`src/assert_macros.svh`:
```
// ----------------------------------------------------------------------------
// Assertion macros
// Concurrent assertion wrappers for the RTL files of the project.
// ----------------------------------------------------------------------------
`ifndef ASSERT_MACROS_SVH
`define ASSERT_MACROS_SVH
`ifndef NO_ASSERTIONS
`define ASSERT_HOLDS(label, clk, rst, prop) \
   label: assert property (@(posedge clk) disable iff (rst) (prop)) \
      else $error("assertion failed");
`define ASSERT_IMPLIES(label, clk, rst, ante, cons) \
   label: assert property (@(posedge clk) disable iff (rst) (ante) |-> (cons)) \
      else $error("assertion failed");
`define ASSERT_NEXT(label, clk, rst, ante, cons) \
   label: assert property (@(posedge clk) disable iff (rst) (ante) |=> (cons)) \
      else $error("assertion failed");
`else
`define ASSERT_HOLDS(label, clk, rst, prop)
`define ASSERT_IMPLIES(label, clk, rst, ante, cons)
`define ASSERT_NEXT(label, clk, rst, ante, cons)
`endif
`endif

```
`src/xkd_pkg.sv`:
```
// ----------------------------------------------------------------------------
// Keyed deframer package
// Types and constants of the keyed length-prefixed deframer.
// ----------------------------------------------------------------------------
package xkd_pkg;

   localparam int HEADER_BYTES = 8;
   localparam int COUNT_BITS   = $clog2(HEADER_BYTES);

   localparam logic       REG_HEADER_KEY  = 1'b0;
   localparam logic       REG_MAX_LENGTH  = 1'b1;
   localparam logic [31:0] KEY_RESET      = 32'h7966_9966;
   localparam logic [23:0] MAX_LEN_RESET  = 24'd16384;

   typedef enum logic [1:0] {
      STATUS_PAYLOAD = 2'd0,
      STATUS_EMPTY   = 2'd1,
      STATUS_OVER    = 2'd2
   } status_type;

   typedef struct packed {
      logic [23:0] payload_length;
      logic [31:0] packet_id;
      logic [7:0]  payload_byte;
      status_type  status;
      logic        first_byte;
      logic        last_byte;
   } result_type;

endpackage

```
`src/xor_keyed_length_prefix_deframer_unit.sv`:
```
// ----------------------------------------------------------------------------
// Keyed length-prefixed deframer
// Strips an XOR-keyed 8-byte length and id header from each frame of a byte
// stream and passes the payload bytes on, tagged with id, length and marks.
// ----------------------------------------------------------------------------
//  Channel   Direction  Contents
//  req_      in         tdata[7:0] received byte
//  rsp_      out        tdata: byte, id, length; tuser: first, status; tlast
//  csr_      in         0 header key, 1 largest payload length
//
// One request is taken every cycle while req_tready is high. Results are
// registered in a two-entry output buffer before they appear on rsp_, so a
// request is still taken while one result waits; req_tready falls only when
// both entries are full. Reset is synchronous and returns the block to
// hunting for a header with the register reset values.
`include "assert_macros.svh"

module xor_keyed_length_prefix_deframer_unit #(
   parameter int LENGTH_BITS = 24
) (
   input  logic        clock,
   input  logic        reset,
   input  logic        req_tvalid,
   output logic        req_tready,
   input  logic [7:0]  req_tdata,   // [7:0] data_byte
   output logic        rsp_tvalid,
   input  logic        rsp_tready,
   output logic [63:0] rsp_tdata,   // [7:0] payload_byte, [39:8] packet_id,
                                    // [63:40] payload_length
   output logic [2:0]  rsp_tuser,   // [0] first_byte, [2:1] status
   output logic        rsp_tlast,
   input  logic        csr_wr_en,
   input  logic        csr_index,
   input  logic [31:0] csr_wr_data
);

   localparam logic [31:0] LEN_MASK = 32'((64'd1 << LENGTH_BITS) - 64'd1);
   localparam int CB = xkd_pkg::COUNT_BITS;

   logic [31:0] key_ff;
   logic [23:0] max_len_ff;
   logic [55:0] hdr_ff, hdr_in;
   logic [CB-1:0] count_ff, count_in;
   logic in_payload_ff, in_payload_in;
   logic [LENGTH_BITS-1:0] remain_ff, remain_in;
   logic [23:0] frame_len_ff, frame_len_in;
   logic [31:0] frame_id_ff, frame_id_in;
   logic first_ff, first_in;

   logic main_valid_ff, main_valid_in, skid_valid_ff, skid_valid_in;
   xkd_pkg::result_type main_ff, main_in, skid_ff, skid_in, res;

   logic accept, pop, push, hdr_done, over;
   logic [31:0] len_word, id_word, len_low;

   assign accept   = req_tvalid & req_tready;
   assign pop      = main_valid_ff & rsp_tready;
   assign req_tready = ~skid_valid_ff;

   assign hdr_done = (count_ff == CB'(xkd_pkg::HEADER_BYTES - 1));
   assign len_word = hdr_ff[31:0] ^ key_ff;
   assign id_word  = {req_tdata, hdr_ff[55:32]} ^ key_ff;
   assign len_low  = len_word & LEN_MASK;
   assign over     = (len_word > {8'd0, max_len_ff}) || ((len_word & ~LEN_MASK) != 32'd0);

   always_comb begin
      hdr_in        = hdr_ff;
      count_in      = count_ff;
      in_payload_in = in_payload_ff;
      remain_in     = remain_ff;
      frame_len_in  = frame_len_ff;
      frame_id_in   = frame_id_ff;
      first_in      = first_ff;
      push          = 1'b0;
      res.payload_length = frame_len_ff;
      res.packet_id      = frame_id_ff;
      res.payload_byte   = req_tdata;
      res.status         = xkd_pkg::STATUS_PAYLOAD;
      res.first_byte     = first_ff;
      res.last_byte      = (remain_ff <= LENGTH_BITS'(1));
      if (accept) begin
         if (in_payload_ff) begin
            push     = 1'b1;
            first_in = 1'b0;
            if (remain_ff <= LENGTH_BITS'(1)) begin
               in_payload_in = 1'b0;
               remain_in     = '0;
               count_in      = '0;
            end else begin
               remain_in = remain_ff - LENGTH_BITS'(1);
            end
         end else begin
            hdr_in = {req_tdata, hdr_ff[55:8]};
            if (!hdr_done) begin
               count_in = count_ff + CB'(1);
            end else begin
               count_in           = '0;
               res.payload_length = len_low[23:0];
               res.packet_id      = id_word;
               res.payload_byte   = 8'd0;
               res.first_byte     = 1'b1;
               res.last_byte      = 1'b1;
               if (over) begin
                  push       = 1'b1;
                  res.status = xkd_pkg::STATUS_OVER;
               end else if (len_word == 32'd0) begin
                  push               = 1'b1;
                  res.payload_length = 24'd0;
                  res.status         = xkd_pkg::STATUS_EMPTY;
               end else begin
                  in_payload_in = 1'b1;
                  remain_in     = len_word[LENGTH_BITS-1:0];
                  frame_len_in  = len_low[23:0];
                  frame_id_in   = id_word;
                  first_in      = 1'b1;
               end
            end
         end
      end
   end

   always_comb begin
      main_in       = main_ff;
      skid_in       = skid_ff;
      main_valid_in = main_valid_ff;
      skid_valid_in = skid_valid_ff;
      if (skid_valid_ff) begin
         if (pop) begin
            main_in       = skid_ff;
            skid_valid_in = 1'b0;
         end
      end else if (push) begin
         if (!main_valid_ff || pop) begin
            main_in       = res;
            main_valid_in = 1'b1;
         end else begin
            skid_in       = res;
            skid_valid_in = 1'b1;
         end
      end else if (pop) begin
         main_valid_in = 1'b0;
      end
   end

   always_ff @(posedge clock) begin
      if (reset) begin
         key_ff        <= xkd_pkg::KEY_RESET;
         max_len_ff    <= xkd_pkg::MAX_LEN_RESET;
         count_ff      <= '0;
         in_payload_ff <= 1'b0;
         remain_ff     <= '0;
         frame_len_ff  <= '0;
         frame_id_ff   <= '0;
         first_ff      <= 1'b0;
         main_valid_ff <= 1'b0;
         skid_valid_ff <= 1'b0;
      end else begin
         if (csr_wr_en) begin
            case (csr_index)
               xkd_pkg::REG_HEADER_KEY: key_ff     <= csr_wr_data;
               xkd_pkg::REG_MAX_LENGTH: max_len_ff <= csr_wr_data[23:0];
               default: ;
            endcase
         end
         count_ff      <= count_in;
         in_payload_ff <= in_payload_in;
         remain_ff     <= remain_in;
         frame_len_ff  <= frame_len_in;
         frame_id_ff   <= frame_id_in;
         first_ff      <= first_in;
         main_valid_ff <= main_valid_in;
         skid_valid_ff <= skid_valid_in;
      end
   end

   always_ff @(posedge clock) begin
      hdr_ff  <= hdr_in;
      main_ff <= main_in;
      skid_ff <= skid_in;
   end

   assign rsp_tvalid = main_valid_ff;
   assign rsp_tdata  = {main_ff.payload_length, main_ff.packet_id, main_ff.payload_byte};
   assign rsp_tuser  = {main_ff.status, main_ff.first_byte};
   assign rsp_tlast  = main_ff.last_byte;

   `ASSERT_IMPLIES(a_skid_needs_main, clock, reset, skid_valid_ff, main_valid_ff)
   `ASSERT_IMPLIES(a_payload_has_bytes, clock, reset, in_payload_ff,
      remain_ff != '0 && count_ff == '0)
   `ASSERT_IMPLIES(a_flag_is_single, clock, reset,
      rsp_tvalid && rsp_tuser[2:1] != xkd_pkg::STATUS_PAYLOAD,
      rsp_tlast && rsp_tuser[0])
   `ASSERT_NEXT(a_last_ends_frame, clock, reset,
      accept && in_payload_ff && remain_ff == LENGTH_BITS'(1), !in_payload_ff)

endmodule
```
`config.mk`:
```
export PLATFORM = sky130hd
export DESIGN_NAME = xor_keyed_length_prefix_deframer_unit
export DESIGN_NICKNAME = d
export VERILOG_FILES = /design/src/xkd_pkg.sv /design/src/xor_keyed_length_prefix_deframer_unit.sv
export VERILOG_INCLUDE_DIRS = /design/src /design/src/src
export SDC_FILE = /design/constraint.sdc
export NUM_CORES = 1
export LEC_CHECK = 0
export BUFFER_PORTS_ARGS = -buffer_cell sky130_fd_sc_hd__clkbuf_2
export CELL_PAD_IN_SITES_DETAIL_PLACEMENT = 1
export CELL_PAD_IN_SITES_GLOBAL_PLACEMENT = 1
export CORE_ASPECT_RATIO = 0.75
export CORE_MARGIN = 5
export CORE_UTILIZATION = 45
export CTS_BUF_LIST = sky130_fd_sc_hd__clkbuf_4 sky130_fd_sc_hd__clkbuf_8 sky130_fd_sc_hd__clkbuf_16
export CTS_CLUSTER_SIZE = 12
export DETAILED_ROUTE_END_ITERATION = 6
export GPL_TIMING_DRIVEN = 0
export HOLD_SLACK_MARGIN = 0.05
export PLACE_DENSITY_LB_ADDON = 0.25
export SYNTH_ARGS = -nofsm -noshare
export SYNTH_HDL_FRONTEND = slang
export SYNTH_SLANG_ARGS = --single-unit
```
`constraint.sdc`:
```
create_clock -name clock -period 9.35 [get_ports clock]
set_input_delay 0.4675 -clock clock [delete_from_list [all_inputs] [get_ports clock]]
set_output_delay 0.4675 -clock clock [all_outputs]
set_load 0.02 [all_outputs]
```
==> results_dict.tcl <==
set metrics [dict create \
    nets 1510 \
    critPathArrivalTime_ns 5.63 \
    slew-limit-headroom_pct 22.1 \
    initial_antenna_violation_count 0 \
    drive_gt1_share_pct 22.4 \
    synth_area_um2 14500 \
    synthAdderAreaFrac_pct 2.41 \
    final_cell_count_no_fill 1877 \
    worst_min_path_start "csr_wr_data[28]" \
    clkSinkCount 335 \
    num_antenna_cells 0 \
    synth.area.top_cells "edfxtp_1 40%, dfxtp_1 20%, mux2_2 5.1%, a21oi_1 4.4%, a211oi_2 4.1%" \
    ys_ff_latch 335 \
    combPwrFrac_pct 6.6 \
    worst_setup_path_end_kind "flop" \
    path_clk_slew_ns 0.06 \
    synth_top_area_cell "edfxtp_1" \
    rr_startpoint "hdr_ff[23]" \
    final_wirelength_um 44500 \
    numCtsBuffers 36 \
    timing_worst_setup_path_type "flop to flop" \
    timing.critical_path.from_type "flop" \
    final.setup_skew_ns 0.0229 \
    gate_count_post_synth 1274 \
    switching_share_pct 23.5 \
    multi_input_area_um2 5370 \
    dpl-instance-area_um2 15800 \
    grt_pass1_wl_um 66500 \
    worstRegToRegCells 15 \
    gr-usage-all-layers_pct 24.3 \
    post_syn_nets 1348 \
    synth_warnings 0 \
    portBuffers 114 \
    synthArstFlopShare_pct 0 \
    irDropWorstVdd_uv 98.5 \
    detail_route.first_pass.iterations 5 \
    status "finished clean" \
    power_leakage_nw 6.10 \
    timing_max_transition_violations_final 0 \
    gp_congestion 0.912 \
    die-width_um 217 \
    synth-edff-count 192 \
    timing.final.crit_share_pct 57.8 \
    part_of_the_total_power_dissipated_in_the_clock_network_pct 43.7 \
    layout_overhead_on_the_synthesized_area_pct 16.5 \
    global_route.overflow_total 0 \
    first_global_vias 10900 \
    setup_violation_total_in_the_final_timing_report 0 \
    max-cap-violations 0 \
    powerDensity_nw_per_um2 191 \
    post_cts_buffers 0 \
    share_of_the_synthesized_area_in_the_top_cell_type_pct 39.7 \
    dp_hpwl_um 32900 \
    number_of_rows_in_the_core_area 57 \
    switchingPower_uw 760 \
    cts_resized 0 \
    routed_via_density 5.77 \
    clock_tree.buffer_depth 3 \
    hold_path_depth 3 \
    synth_simple_gate_area_share_pct 11.2 \
    setup.worst_path.start "hdr_ff[23]" \
    largest_net_degree_at_the_start_of_global_routing 33 \
    design.portCount 116 \
    synthMuxAreaShare_pct 5.25 \
    cp.required_ns 9.58 \
    nFillCells 3480 \
    cts.htree.levels 2 \
    stdcell_area_um2 16900 \
    min_path_type "input pin to flop" \
    synthXorXnorAreaFrac_pct 4.48 \
    intPower_mw 2.47 \
    post_placement_cell_count 1810 \
    core_outline_area_um2 32100 \
    synth_compound_area_share_pct 13.5 \
    timing_hold_violations_final 0 \
    holdBufCountCts 0 \
    ys.flop_type "edfxtp_1" \
    period_minus_slack_ns 5.40 \
    grt_setup_unrepaired "no" \
    critPathMaxFanout 13 \
    timing_worst_slew_pin_value_ns 1.16 \
    floorplan.die.height_um 166 \
    drt_drc_violations_left 0 \
    synth_cell_type_count 62 \
    avg_wl_per_cell_um 23.7 \
    synth.avg_cell_area_um2 11.4 \
    share_seq_of_total_power_pct 49.7 \
    ys_seq_area_share_pct 59.4 \
    detailedRoute.firstIterationViolations 871 \
    ant_nets 0 \
    routed-via-count 10800 \
    combinational_family_with_the_most_area_after_synthesis "compound AO/OA/AOI/OAI gates" \
    insertion_delay_of_the_later_clocked_pin_in_the_worst_skew_pair_ns 0.54 \
    starting_utilization_of_the_core_area_pct 45.3 \
    timing.fmax_ghz 0.185 \
    clock_tree_from_tritoncts "done" \
    seq_area_um2 8630 \
    die_area_um2 36000 \
    clock_tree.root_cell "clkbuf_16" \
]
[state kept, by name, summed over array words and instances, names as in the netlist]
register / flops
count_ff: 3
first_ff: 1
frame_id_ff: 32
frame_len_ff: 24
hdr_ff: 56
in_payload_ff: 1
key_ff: 32
max_len_ff: 24
remain_ff: 24
rsp_tdata: 64
rsp_tlast: 1
rsp_tuser: 3
rsp_tvalid: 1
skid_ff: 68
skid_valid_ff: 1
[cells in the mapped netlist, types with 5 or more instances]
master,number
a21oi_1,127
dfxtp_1,143
o21ai_0,12
a211oi_1,9
a31oi_1,10
o311ai_0,8
a21o_1,5
a311oi_1,7
nor2_1,141
nor2b_1,13
nor4_1,8
nand4_1,11
xnor2_1,54
xor2_1,11
and2_1,5
mux2_2,66
xnor2_2,5
a211oi_2,48
inv_1,54
clkbuf_1,57
ha_1,28
o31ai_1,8
edfxtp_1,192
nand3_1,23
nor3_1,15
buf_6,6
nand2_1,139
a22oi_1,7
buf_1,8
[critical path, cell delays in order, from the launching register on]
cell and delay [ns]:
edfxtp_1 0.43, xnor2_1 0.82, inv_1 0.24, ha_1 0.36
and4_1 0.23, nand4_1 0.17, nor2b_1 0.09, o21bai_1 0.47
o31a_1 0.23, o21ai_0 0.17, nor3b_2 0.83, buf_6 0.26
buf_6 0.19, buf_6 0.18, buf_6 0.19, buf_6 0.20
[cell type report]
| type | instances | area share (%) |
|---|---|---|
| multi-input combinational | 808 | 31.7 |
| buffer | 74 | 1.94 |
| inverter | 57 | 1.26 |
| clock inverter | 8 | 0.281 |
| clock buffer | 58 | 6.62 |
| timing repair buffer | 124 | 4.13 |
| sequential | 335 | 51.0 |
| tap | 413 | 3.05 |
[cells by family after synthesis]
group,Yosys count
compound gates,269
xor+xnor,70
fa+ha+maj,28
buf+inv,131
flops,335
mux,68
simple gates,373
[metrics by stage]
step	setup TNS [ns]	hold WS (ns)	worst slack, ns	util [%]	power [mW]
2_1_floorplan	0	0.436	1.53	-	1.75
3_3_place_gp	-102.15	0.444	-1.52	48.7	1.84
3_5_place_dp	0	0.450	4.03	49.1	1.84
4_1_cts	0	0.145	3.95	52.7	3.25
5_1_grt	0	0.151	3.66	52.7	3.33
6_report	0	0.155	3.95	52.7	3.23
[power groups by stage]
| stage | Combinational [mW] | Clock [mW] | Sequential, mW |
|---|---|---|---|
| floorplan | 0.123 | 0 | 1.63 |
| global placement | 0.199 | 0 | 1.64 |
| detailed placement | 0.206 | 0 | 1.64 |
| CTS | 0.209 | 1.43 | 1.61 |
| global route | 0.228 | 1.49 | 1.61 |
| finish | 0.213 | 1.41 | 1.61 |
[metal layers]
metal  global-route usage, %  up-vias  wire [um]
li1                        -     4899          -
met5                       0        -          0
met1                    36.0     5490      20800
met4                    6.52        0        994
met3                    5.32       62       3400
met2                    36.2      371      19300
[placed cells by master (no fill, tap or decap), types with 13 or more instances in the layout]
cell type / n
a211oi_2: 48
a21oi_1: 127
clkbuf_1: 57
clkbuf_16: 37
clkbuf_2: 114
clkbuf_4: 15
dfxtp_1: 143
edfxtp_1: 192
ha_1: 28
inv_1: 54
mux2_2: 66
nand2_1: 139
nand3_1: 23
nor2_1: 140
nor2b_1: 13
nor3_1: 15
xnor2_1: 54
[worst paths after layout]
kind	end	slack (ns)
worst max-delay path	skid_ff[29]	3.95
worst min-delay path	key_ff[28]	0.16
worst max register to register	skid_ff[29]	3.95
worst min register to register	hdr_ff[33]	0.45
Power figures use the tool's default switching activity.
